--- src/rtl/lkv_pkg.sv ---
// Package for the LRU key-value cache: request and response payload types,
// operation codes and fixed field widths. No dependencies.
package lkv_pkg;

    localparam int KEY_W = 32;
    localparam int VAL_W = 32;
    localparam int CAP_W = 5;

    // Capacity register value after reset
    localparam logic [CAP_W-1:0] CAP_RESET = 5'd16;

    // Operation codes
    localparam logic FUNC_GET = 1'b0;
    localparam logic FUNC_SET = 1'b1;

    typedef struct packed {
        logic                    func;
        logic [KEY_W-1:0]        key;
        logic signed [VAL_W-1:0] value;
    } req_t;

    typedef struct packed {
        logic                    hit;
        logic signed [VAL_W-1:0] read_value;
    } rsp_t;

endpackage

--- src/rtl/lkv_entry_array.sv ---
// Entry storage of the LRU key-value cache: keys, values, valid bits and age
// ranks, with the parallel lookup and the LRU age-rank update. Uses lkv_pkg.
module lkv_entry_array #(
    parameter int ENTRIES = 16
) (
    input  logic                       clk,
    input  logic                       rst_n,
    input  logic                       fire,
    input  lkv_pkg::req_t              req,
    input  logic [lkv_pkg::CAP_W-1:0]  capacity,
    output lkv_pkg::rsp_t              rsp
);
    import lkv_pkg::*;

    localparam int RANK_W = (ENTRIES > 1) ? $clog2(ENTRIES) : 1;
    localparam int CNT_W  = $clog2(ENTRIES + 1);
    localparam int CMP_W  = (CNT_W > CAP_W) ? CNT_W : CAP_W;

    logic [KEY_W-1:0]        key_reg  [ENTRIES];
    logic signed [VAL_W-1:0] val_reg  [ENTRIES];
    logic [RANK_W-1:0]       rank_reg [ENTRIES];
    logic [RANK_W-1:0]       rank_next[ENTRIES];
    logic [ENTRIES-1:0]      valid_reg;
    logic [ENTRIES-1:0]      valid_next;
    logic [CNT_W-1:0]        occ_reg;
    logic [CNT_W-1:0]        occ_next;

    logic [ENTRIES-1:0]      match;
    logic                    hit;
    logic [RANK_W-1:0]       hit_rank;
    logic signed [VAL_W-1:0] hit_value;
    logic [CMP_W-1:0]        cap_lim;
    logic                    full;
    logic [RANK_W-1:0]       oldest_rank;
    logic [ENTRIES-1:0]      evict_oh;
    logic [ENTRIES-1:0]      free_vec;
    logic [ENTRIES-1:0]      fill_oh;
    logic [ENTRIES-1:0]      key_we;
    logic [ENTRIES-1:0]      val_we;
    logic                    is_set;

    assign is_set = (req.func == FUNC_SET);

    // Parallel key compare; at most one valid entry holds a given key
    always_comb
    begin
        hit_rank  = '0;
        hit_value = '0;
        for (int i = 0; i < ENTRIES; i++)
        begin
            match[i] = valid_reg[i] && (key_reg[i] == req.key);
            if (match[i])
            begin
                hit_rank  = hit_rank | rank_reg[i];
                hit_value = hit_value | val_reg[i];
            end
        end
    end

    assign hit = |match;

    // Effective capacity: zero acts as one, clipped at the entry count
    always_comb
    begin
        priority if (capacity == '0)
            cap_lim = CMP_W'(1);
        else if (CMP_W'(capacity) > CMP_W'(ENTRIES))
            cap_lim = CMP_W'(ENTRIES);
        else
            cap_lim = CMP_W'(capacity);
    end

    assign full        = CMP_W'(occ_reg) >= cap_lim;
    assign oldest_rank = RANK_W'(occ_reg - CNT_W'(1));

    // Victim is the valid entry holding the highest rank
    always_comb
    begin
        for (int i = 0; i < ENTRIES; i++)
            evict_oh[i] = full && valid_reg[i] && (rank_reg[i] == oldest_rank);
    end

    // Lowest free entry after the eviction
    assign free_vec = ~valid_reg | evict_oh;
    assign fill_oh  = free_vec & (~free_vec + ENTRIES'(1));

    // Next state of valid bits, ranks and occupancy
    always_comb
    begin
        valid_next = valid_reg;
        occ_next   = occ_reg;
        key_we     = '0;
        val_we     = '0;
        for (int i = 0; i < ENTRIES; i++)
            rank_next[i] = rank_reg[i];
        if (fire)
        begin
            if (hit)
            begin
                // Touch: younger entries age by one, hit entry becomes newest
                for (int i = 0; i < ENTRIES; i++)
                begin
                    if (match[i])
                        rank_next[i] = '0;
                    else if (valid_reg[i] && (rank_reg[i] < hit_rank))
                        rank_next[i] = rank_reg[i] + RANK_W'(1);
                end
                if (is_set)
                    val_we = match;
            end
            else if (is_set)
            begin
                // Fill with optional eviction; every survivor ages by one
                for (int i = 0; i < ENTRIES; i++)
                begin
                    if (fill_oh[i])
                    begin
                        valid_next[i] = 1'b1;
                        rank_next[i]  = '0;
                    end
                    else if (evict_oh[i])
                    begin
                        valid_next[i] = 1'b0;
                        rank_next[i]  = '0;
                    end
                    else if (valid_reg[i])
                    begin
                        rank_next[i] = rank_reg[i] + RANK_W'(1);
                    end
                end
                key_we = fill_oh;
                val_we = fill_oh;
                if (!full)
                    occ_next = occ_reg + CNT_W'(1);
            end
        end
    end

    // Control state
    always_ff @(posedge clk or negedge rst_n)
    begin
        if (!rst_n)
        begin
            valid_reg <= '0;
            occ_reg   <= '0;
            for (int i = 0; i < ENTRIES; i++)
                rank_reg[i] <= '0;
        end
        else
        begin
            valid_reg <= valid_next;
            occ_reg   <= occ_next;
            for (int i = 0; i < ENTRIES; i++)
                rank_reg[i] <= rank_next[i];
        end
    end

    // Key and value storage, no reset
    always_ff @(posedge clk)
    begin
        for (int i = 0; i < ENTRIES; i++)
        begin
            if (key_we[i])
                key_reg[i] <= req.key;
            if (val_we[i])
                val_reg[i] <= req.value;
        end
    end

    assign rsp.hit        = hit;
    assign rsp.read_value = hit_value;

    // Occupancy tracks the valid bits
    a_occ_matches_valid: assert property (@(posedge clk) disable iff (!rst_n)
        $countones(valid_reg) == int'(occ_reg))
        else $error("occupancy count out of step with valid bits");

    // Never more entries in use than exist
    a_occ_bounded: assert property (@(posedge clk) disable iff (!rst_n)
        int'(occ_reg) <= ENTRIES)
        else $error("occupancy above entry count");

    // A key is held by at most one valid entry
    a_unique_key: assert property (@(posedge clk) disable iff (!rst_n)
        $onehot0(match))
        else $error("key present in more than one entry");

    // A fill evicts at most one entry and always finds a free slot
    a_fill_slot: assert property (@(posedge clk) disable iff (!rst_n)
        (fire && is_set && !hit) |-> ($onehot0(evict_oh) && (fill_oh != '0)))
        else $error("fill without a free entry");

endmodule

--- src/rtl/lru_key_value_cache_top.sv ---
// Top level of the LRU key-value cache. Uses lkv_pkg and lkv_entry_array.
//
// Usage:
//   Requests enter on req/req_valid and are accepted at a clock edge with
//   req_valid high and req_stall low. A get (func 0) yields one response on
//   rsp/rsp_valid, taken at an edge with rsp_stall low; a set (func 1)
//   yields none. A get returns hit and the stored value, or hit 0 and zero.
//   Pipeline: a request is registered in the input stage on acceptance and
//   is looked up and applied from there; a get waits there until the output
//   register has room. Its response is loaded into the output register,
//   which drives rsp and rsp_valid.
//   Throughput: one request per cycle while req_stall is low; the key compare
//   across all entries and the next age ranks are computed combinationally.
//   When rsp_stall holds a response, a get waiting behind it blocks the
//   input stage and req_stall rises; sets keep flowing.
//   The capacity register is written on cfg_data when cfg_valid and cfg_ready
//   are high; the user must do so only while no request is in flight, as the
//   block does not enforce it. Reset empties the cache and sets capacity to 16.
module lru_key_value_cache_top #(
    parameter int ENTRIES = 16
) (
    input  logic                       clk,
    input  logic                       rst_n,
    input  logic                       req_valid,
    output logic                       req_stall,
    input  lkv_pkg::req_t              req,
    output logic                       rsp_valid,
    input  logic                       rsp_stall,
    output lkv_pkg::rsp_t              rsp,
    input  logic                       cfg_valid,
    output logic                       cfg_ready,
    input  logic [lkv_pkg::CAP_W-1:0]  cfg_data
);
    import lkv_pkg::*;

    logic               in_valid_reg;
    logic               in_valid_next;
    req_t               in_req_reg;
    logic               out_valid_reg;
    logic               out_valid_next;
    rsp_t               out_rsp_reg;
    rsp_t               lookup_rsp;
    logic [CAP_W-1:0]   cap_reg;
    logic               proc;
    logic               accept;
    logic               out_load;
    logic               out_take;

    // Stage handshake: a get needs room in the output register
    assign proc = in_valid_reg &&
                  ((in_req_reg.func == FUNC_SET) || !out_valid_reg || !rsp_stall);
    assign req_stall = in_valid_reg && !proc;
    assign accept    = req_valid && !req_stall;
    assign out_take  = out_valid_reg && !rsp_stall;
    assign out_load  = proc && (in_req_reg.func == FUNC_GET);

    assign in_valid_next  = accept || (in_valid_reg && !proc);
    assign out_valid_next = out_load || (out_valid_reg && !out_take);

    // Control registers
    always_ff @(posedge clk or negedge rst_n)
    begin
        if (!rst_n)
        begin
            in_valid_reg  <= 1'b0;
            out_valid_reg <= 1'b0;
            cap_reg       <= CAP_RESET;
        end
        else
        begin
            in_valid_reg  <= in_valid_next;
            out_valid_reg <= out_valid_next;
            if (cfg_valid && cfg_ready)
                cap_reg <= cfg_data;
        end
    end

    // Payload registers
    always_ff @(posedge clk)
    begin
        if (accept)
            in_req_reg <= req;
        if (out_load)
            out_rsp_reg <= lookup_rsp;
    end

    lkv_entry_array #(
        .ENTRIES (ENTRIES)
    ) u_entries (
        .clk      (clk),
        .rst_n    (rst_n),
        .fire     (proc),
        .req      (in_req_reg),
        .capacity (cap_reg),
        .rsp      (lookup_rsp)
    );

    assign cfg_ready = 1'b1;
    assign rsp_valid = out_valid_reg;
    assign rsp       = out_rsp_reg;

endmodule

--- config.mk ---
export PLATFORM = sky130hd
export DESIGN_NAME = lru_key_value_cache_top
export DESIGN_NICKNAME = d
export VERILOG_FILES = /design/src/rtl/lkv_pkg.sv /design/src/rtl/lkv_entry_array.sv /design/src/rtl/lru_key_value_cache_top.sv
export SDC_FILE = /design/constraint.sdc
export NUM_CORES = 2
export LEC_CHECK = 0
export BUFFER_PORTS_ARGS = -buffer_cell sky130_fd_sc_hd__clkbuf_2
export CORE_MARGIN = 1.5
export CORE_UTILIZATION = 40
export DETAILED_ROUTE_END_ITERATION = 6
export PLACE_DENSITY_LB_ADDON = 0.3
export SETUP_SLACK_MARGIN = 0.5
export SYNTH_ARGS = -nofsm -noshare
export SYNTH_HDL_FRONTEND = slang
export SYNTH_SLANG_ARGS = --single-unit
--- constraint.sdc ---
create_clock -name clk -period 7.6 [get_ports clk]
set_input_delay 0 -clock clk [delete_from_list [all_inputs] [get_ports clk]]
set_output_delay 0 -clock clk [all_outputs]
set_load 0.01 [all_outputs]
==> run_summary.xml <==
<?xml version="1.0" encoding="UTF-8"?>
<metrics>
  <group name="global_routing">
    <metric name="grt_antenna_before_repair" unit="">3</metric>
    <metric name="grt_max_degree" unit="">60</metric>
    <metric name="grt_util_all_layers" unit="%">22.1</metric>
    <metric name="total_grt_overflow" unit="">0</metric>
    <metric name="grt_first_pass_wirelength" unit="um">212000</metric>
    <metric name="number_of_global_route_vias_before_repair" unit="">30000</metric>
  </group>
  <group name="power">
    <metric name="powerDensity" unit="nW/um2">297</metric>
    <metric name="vdd.ir_drop.worst" unit="uV">201</metric>
    <metric name="leakagePower" unit="uW">0.0204</metric>
    <metric name="report.power.total" unit="uW">17700</metric>
  </group>
  <group name="yosys">
    <metric name="ys_seq_elements" unit="">1214</metric>
    <metric name="netlist.top_cell.by_area" unit="">edfxtp_1</metric>
    <metric name="synthArstFlopShare" unit="%">7.58</metric>
    <metric name="netlist-cell-type-count" unit="">90</metric>
    <metric name="synth-seq-area-share" unit="%">69.9</metric>
    <metric name="nets_in_the_synthesized_netlist" unit="">3464</metric>
    <metric name="avgSynthCellArea" unit="um2">15.5</metric>
    <metric name="post_synth_main_area_contributors" unit="">edfxtp_1, xor2_1, dfrtp_1</metric>
    <metric name="synth_cells" unit="">3318</metric>
    <metric name="postSynth.topFlopCell" unit="">edfxtp_1</metric>
    <metric name="netlist_area" unit="um2">51500</metric>
    <metric name="yosys_warnings" unit="">0</metric>
    <metric name="area_share_of_the_largest_cell_type_after_synthesis" unit="%">65.4</metric>
    <metric name="synth_enable_flop_cells" unit="">1122</metric>
  </group>
  <group name="detailed_routing">
    <metric name="post_drt_wl_per_cell" unit="um">27.1</metric>
    <metric name="postRouteAntennaNets" unit="">0</metric>
    <metric name="totalWireLength" unit="um">147000</metric>
    <metric name="detailedRoute.firstPassIterationCount" unit="">7</metric>
    <metric name="drt-vias-per-instance" unit="">5.75</metric>
    <metric name="remaining_design_rule_violation_count" unit="">0</metric>
    <metric name="via_count" unit="">31100</metric>
    <metric name="initialDrtViolationCount" unit="">3143</metric>
  </group>
  <group name="worst_setup_path">
    <metric name="worstSetupPathType" unit="">register to register</metric>
    <metric name="critical_path.max_stage_delay" unit="ns">1.13</metric>
    <metric name="r2r_cells" unit="">16</metric>
    <metric name="path_buf_inv" unit="">3</metric>
    <metric name="destination_of_the_worst_register_to_register_timing_path" unit="">u_entries.rank_reg[22]</metric>
    <metric name="r2r_setup_slack" unit="ns">1.07</metric>
    <metric name="critical_path.startpoint_type" unit="">register</metric>
    <metric name="r2r_start" unit="">in_req_reg[59]</metric>
    <metric name="cp_cell_sequence" unit="">buf_4 -&gt; xor2_1 -&gt; nor4_1 -&gt; nand4_1 -&gt; nor4_4 -&gt; buf_4 -&gt; a221oi_1 -&gt; nand3_1 -&gt; nor2_1 -&gt; buf_4 -&gt; ha_1 -&gt; a211o_1 -&gt; or3_1 -&gt; o211ai_1 -&gt; nand4_1 -&gt; o311ai_0</metric>
    <metric name="critical_path_required" unit="ns">8.22</metric>
    <metric name="timing.critical_path.slowest_stage_cell" unit="">edfxtp_1</metric>
    <metric name="crit_path_end_kind" unit="">register</metric>
    <metric name="timing.critical_path.fanout_max" unit="">38</metric>
    <metric name="cpLargestDelayFamily" unit="">simple AND/OR/NAND/NOR gates</metric>
    <metric name="arrival" unit="ns">7.15</metric>
    <metric name="crit_path_frequent_cell" unit="">buf_4</metric>
  </group>
  <group name="worst_hold_path">
    <metric name="min_from" unit="">req[60]</metric>
    <metric name="worstHoldPathCells" unit="">2</metric>
    <metric name="worst_hold_path.endpoint" unit="">in_req_reg[60]</metric>
    <metric name="holdCritPathClass" unit="">input port to register</metric>
  </group>
  <group name="flow_run">
    <metric name="max_cap_viol_count" unit="">0</metric>
  </group>
  <group name="timing">
    <metric name="slew_headroom" unit="%">13.2</metric>
    <metric name="finClkSkew" unit="ns">0.0533</metric>
    <metric name="worst_slew_pin_slew" unit="ns">1.30</metric>
    <metric name="setup-tns-final" unit="ns">0</metric>
    <metric name="fmax" unit="GHz">0.153</metric>
    <metric name="period_share" unit="%">86.0</metric>
    <metric name="rsz0062_at_grt" unit="">false</metric>
    <metric name="final-max-slew-violation-count" unit="">0</metric>
    <metric name="setup_viol" unit="">0</metric>
    <metric name="finalWorstPathRequiredPeriod" unit="ns">6.53</metric>
    <metric name="hold_viol_final" unit="">0</metric>
  </group>
  <group name="die">
    <metric name="top_level_ports" unit="">111</metric>
    <metric name="die-width" unit="um">362</metric>
    <metric name="core_area" unit="um2">128000</metric>
    <metric name="die_area" unit="um2">131000</metric>
    <metric name="floorplan.initialDensity" unit="%">40.4</metric>
    <metric name="floorplan.die.height" unit="um">362</metric>
    <metric name="row_count" unit="">131</metric>
  </group>
  <group name="clocking">
    <metric name="htreeDepth" unit="">3</metric>
    <metric name="cts-resized-gates" unit="">0</metric>
    <metric name="clock_sink_count" unit="">1214</metric>
    <metric name="worst_setup_hold_path_clk_slew" unit="ns">0.06</metric>
    <metric name="clock_latency_on_the_worst_skew_pair" unit="ns">0.78</metric>
    <metric name="cts_tree" unit="">built</metric>
    <metric name="ctsLongestPathBuffers" unit="">3</metric>
    <metric name="cts_buffers" unit="">116</metric>
    <metric name="cts_root_buf" unit="">clkbuf_16</metric>
  </group>
  <group name="place">
    <metric name="place.detailed.hpwl" unit="um">88700</metric>
    <metric name="gpl.final_weighted_congestion" unit="">0.921</metric>
    <metric name="portBuffers" unit="">109</metric>
    <metric name="postPlaceCellArea" unit="um2">54400</metric>
  </group>
  <group name="finish">
    <metric name="final_net_count" unit="">3798</metric>
    <metric name="finalCoreUtilization" unit="%">46.6</metric>
    <metric name="multiInputGateArea" unit="um2">14400</metric>
    <metric name="seqCellArea" unit="um2">36000</metric>
    <metric name="syn2layout_area_growth" unit="%">15.5</metric>
    <metric name="n_fill_cell" unit="">10800</metric>
    <metric name="drive_gt1_share" unit="%">13.5</metric>
    <metric name="fin_area" unit="um2">59500</metric>
  </group>
  <group name="status">
    <metric name="status" unit="">finished, final reports clean</metric>
  </group>
</metrics>
-- worst max-delay path by stage --
stage                    startpoint                       end  depth (start not counted)
2_1_floorplan  u_entries.occ_reg[0]  u_entries.val_reg[1][64]                         14
3_3_place_gp         in_req_reg[44]    u_entries.rank_reg[51]                         16
3_5_place_dp         in_req_reg[59]    u_entries.rank_reg[22]                         16
4_1_cts              in_req_reg[59]    u_entries.rank_reg[22]                         16
5_1_grt              in_req_reg[59]    u_entries.rank_reg[51]                         16
6_report             in_req_reg[59]    u_entries.rank_reg[22]                         16
-- power by group --
| part | switching (uW) | internal (uW) |
|---|---|---|
| registers | 698 | 8180 |
| logic | 2020 | 1150 |
| clock network | 2570 | 3080 |
-- cells by family (layout without fill, tap and decap cells) --
| logic type | Yosys count | in the layout | share of synthesized area (%) |
|---|---|---|---|
| buffers and inverters | 251 | 682 | 2.68 |
| flip-flops | 1214 | 1214 | 69.9 |
| adder cells (fa/ha/maj) | 71 | 71 | 1.72 |
| AO/OA/AOI/OAI | 573 | 573 | 8.82 |
| other | 1 | 2 | 0.00728 |
| XOR/XNOR | 542 | 542 | 9.54 |
| multiplexers | 11 | 11 | 0.236 |
| AND/OR/NAND/NOR | 655 | 655 | 7.14 |
-- cell usage in the layout, fill, tap and decap left out, drive strengths merged, types with 24 or more instances in the layout --
cell,count
a22o,118
xnor2,105
nand4,79
nor3,35
dlygate4sd3,138
clkbuf,255
a21oi,26
dfrtp,91
ha,71
o21ai,74
a22oi,51
xor2,425
a221oi,118
nor2,65
nand3,78
a21o,24
edfxtp,1122
clkinv,52
buf,132
nand2,147
inv,96
nor4,136
-- repair_timing --
action	CTS	global route
setup endpoints to repair	0	0
setup buffers	0	0
hold buffers	139	0
hold endpoints to repair	170	0
-- final cells by class --
type / instances / share of cell area (%)
clock inverters: 68 / 1.11
clock buffers: 147 / 5.07
repair buffers: 378 / 5.01
well taps: 1662 / 3.49
diodes: 1 / 0.00420
inverters: 89 / 0.561
multi-input cells: 1853 / 24.3
flip-flops and latches: 1214 / 60.5
-- layer usage --
metal,routed length (um),part of all wire (%),vias up,track usage (%)
met5,26,0.018,-,0
met4,4440,3.0,4,7.59
met3,10700,7.3,251,3.26
met2,68200,46,1348,35.1
met1,63400,43,15900,31.2
li1,-,-,13600,-
-- through the flow --
stage               setup WS [ns]  hold slack, ns  instances
finish                       1.07          0.0475       5412
global route                0.844          0.0319       5411
CTS                          1.02         0.00819       5411
detailed placement           1.10          0.0395       5057
global placement             1.10          0.0332       5057
floorplan                    1.05          -0.296       3318
-- Yosys cell counts, types with 9 or more instances --
master	instances
clkbuf_1	61
a31oi_1	16
buf_6	45
a21o_1	24
inv_1	83
nor2b_1	19
edfxtp_1	1122
o21ai_0	73
o31ai_1	16
o21bai_1	10
or3_1	15
xnor2_1	105
a221oi_1	118
buf_1	17
and3_1	17
a22o_1	118
a21oi_1	26
a22oi_1	51
nor2_1	65
dfrtp_1	91
buf_4	21
xor2_1	425
xnor3_1	11
nand4_1	79
nor4_1	115
ha_1	71
nand2b_1	18
o211ai_1	13
nor3_1	34
a2111oi_0	9
nand3_1	74
nand2_1	147
or4_1	15
nor4_2	20
o21a_1	18
buf_2	18
Note: power is estimated with default switching activity, not from simulation.
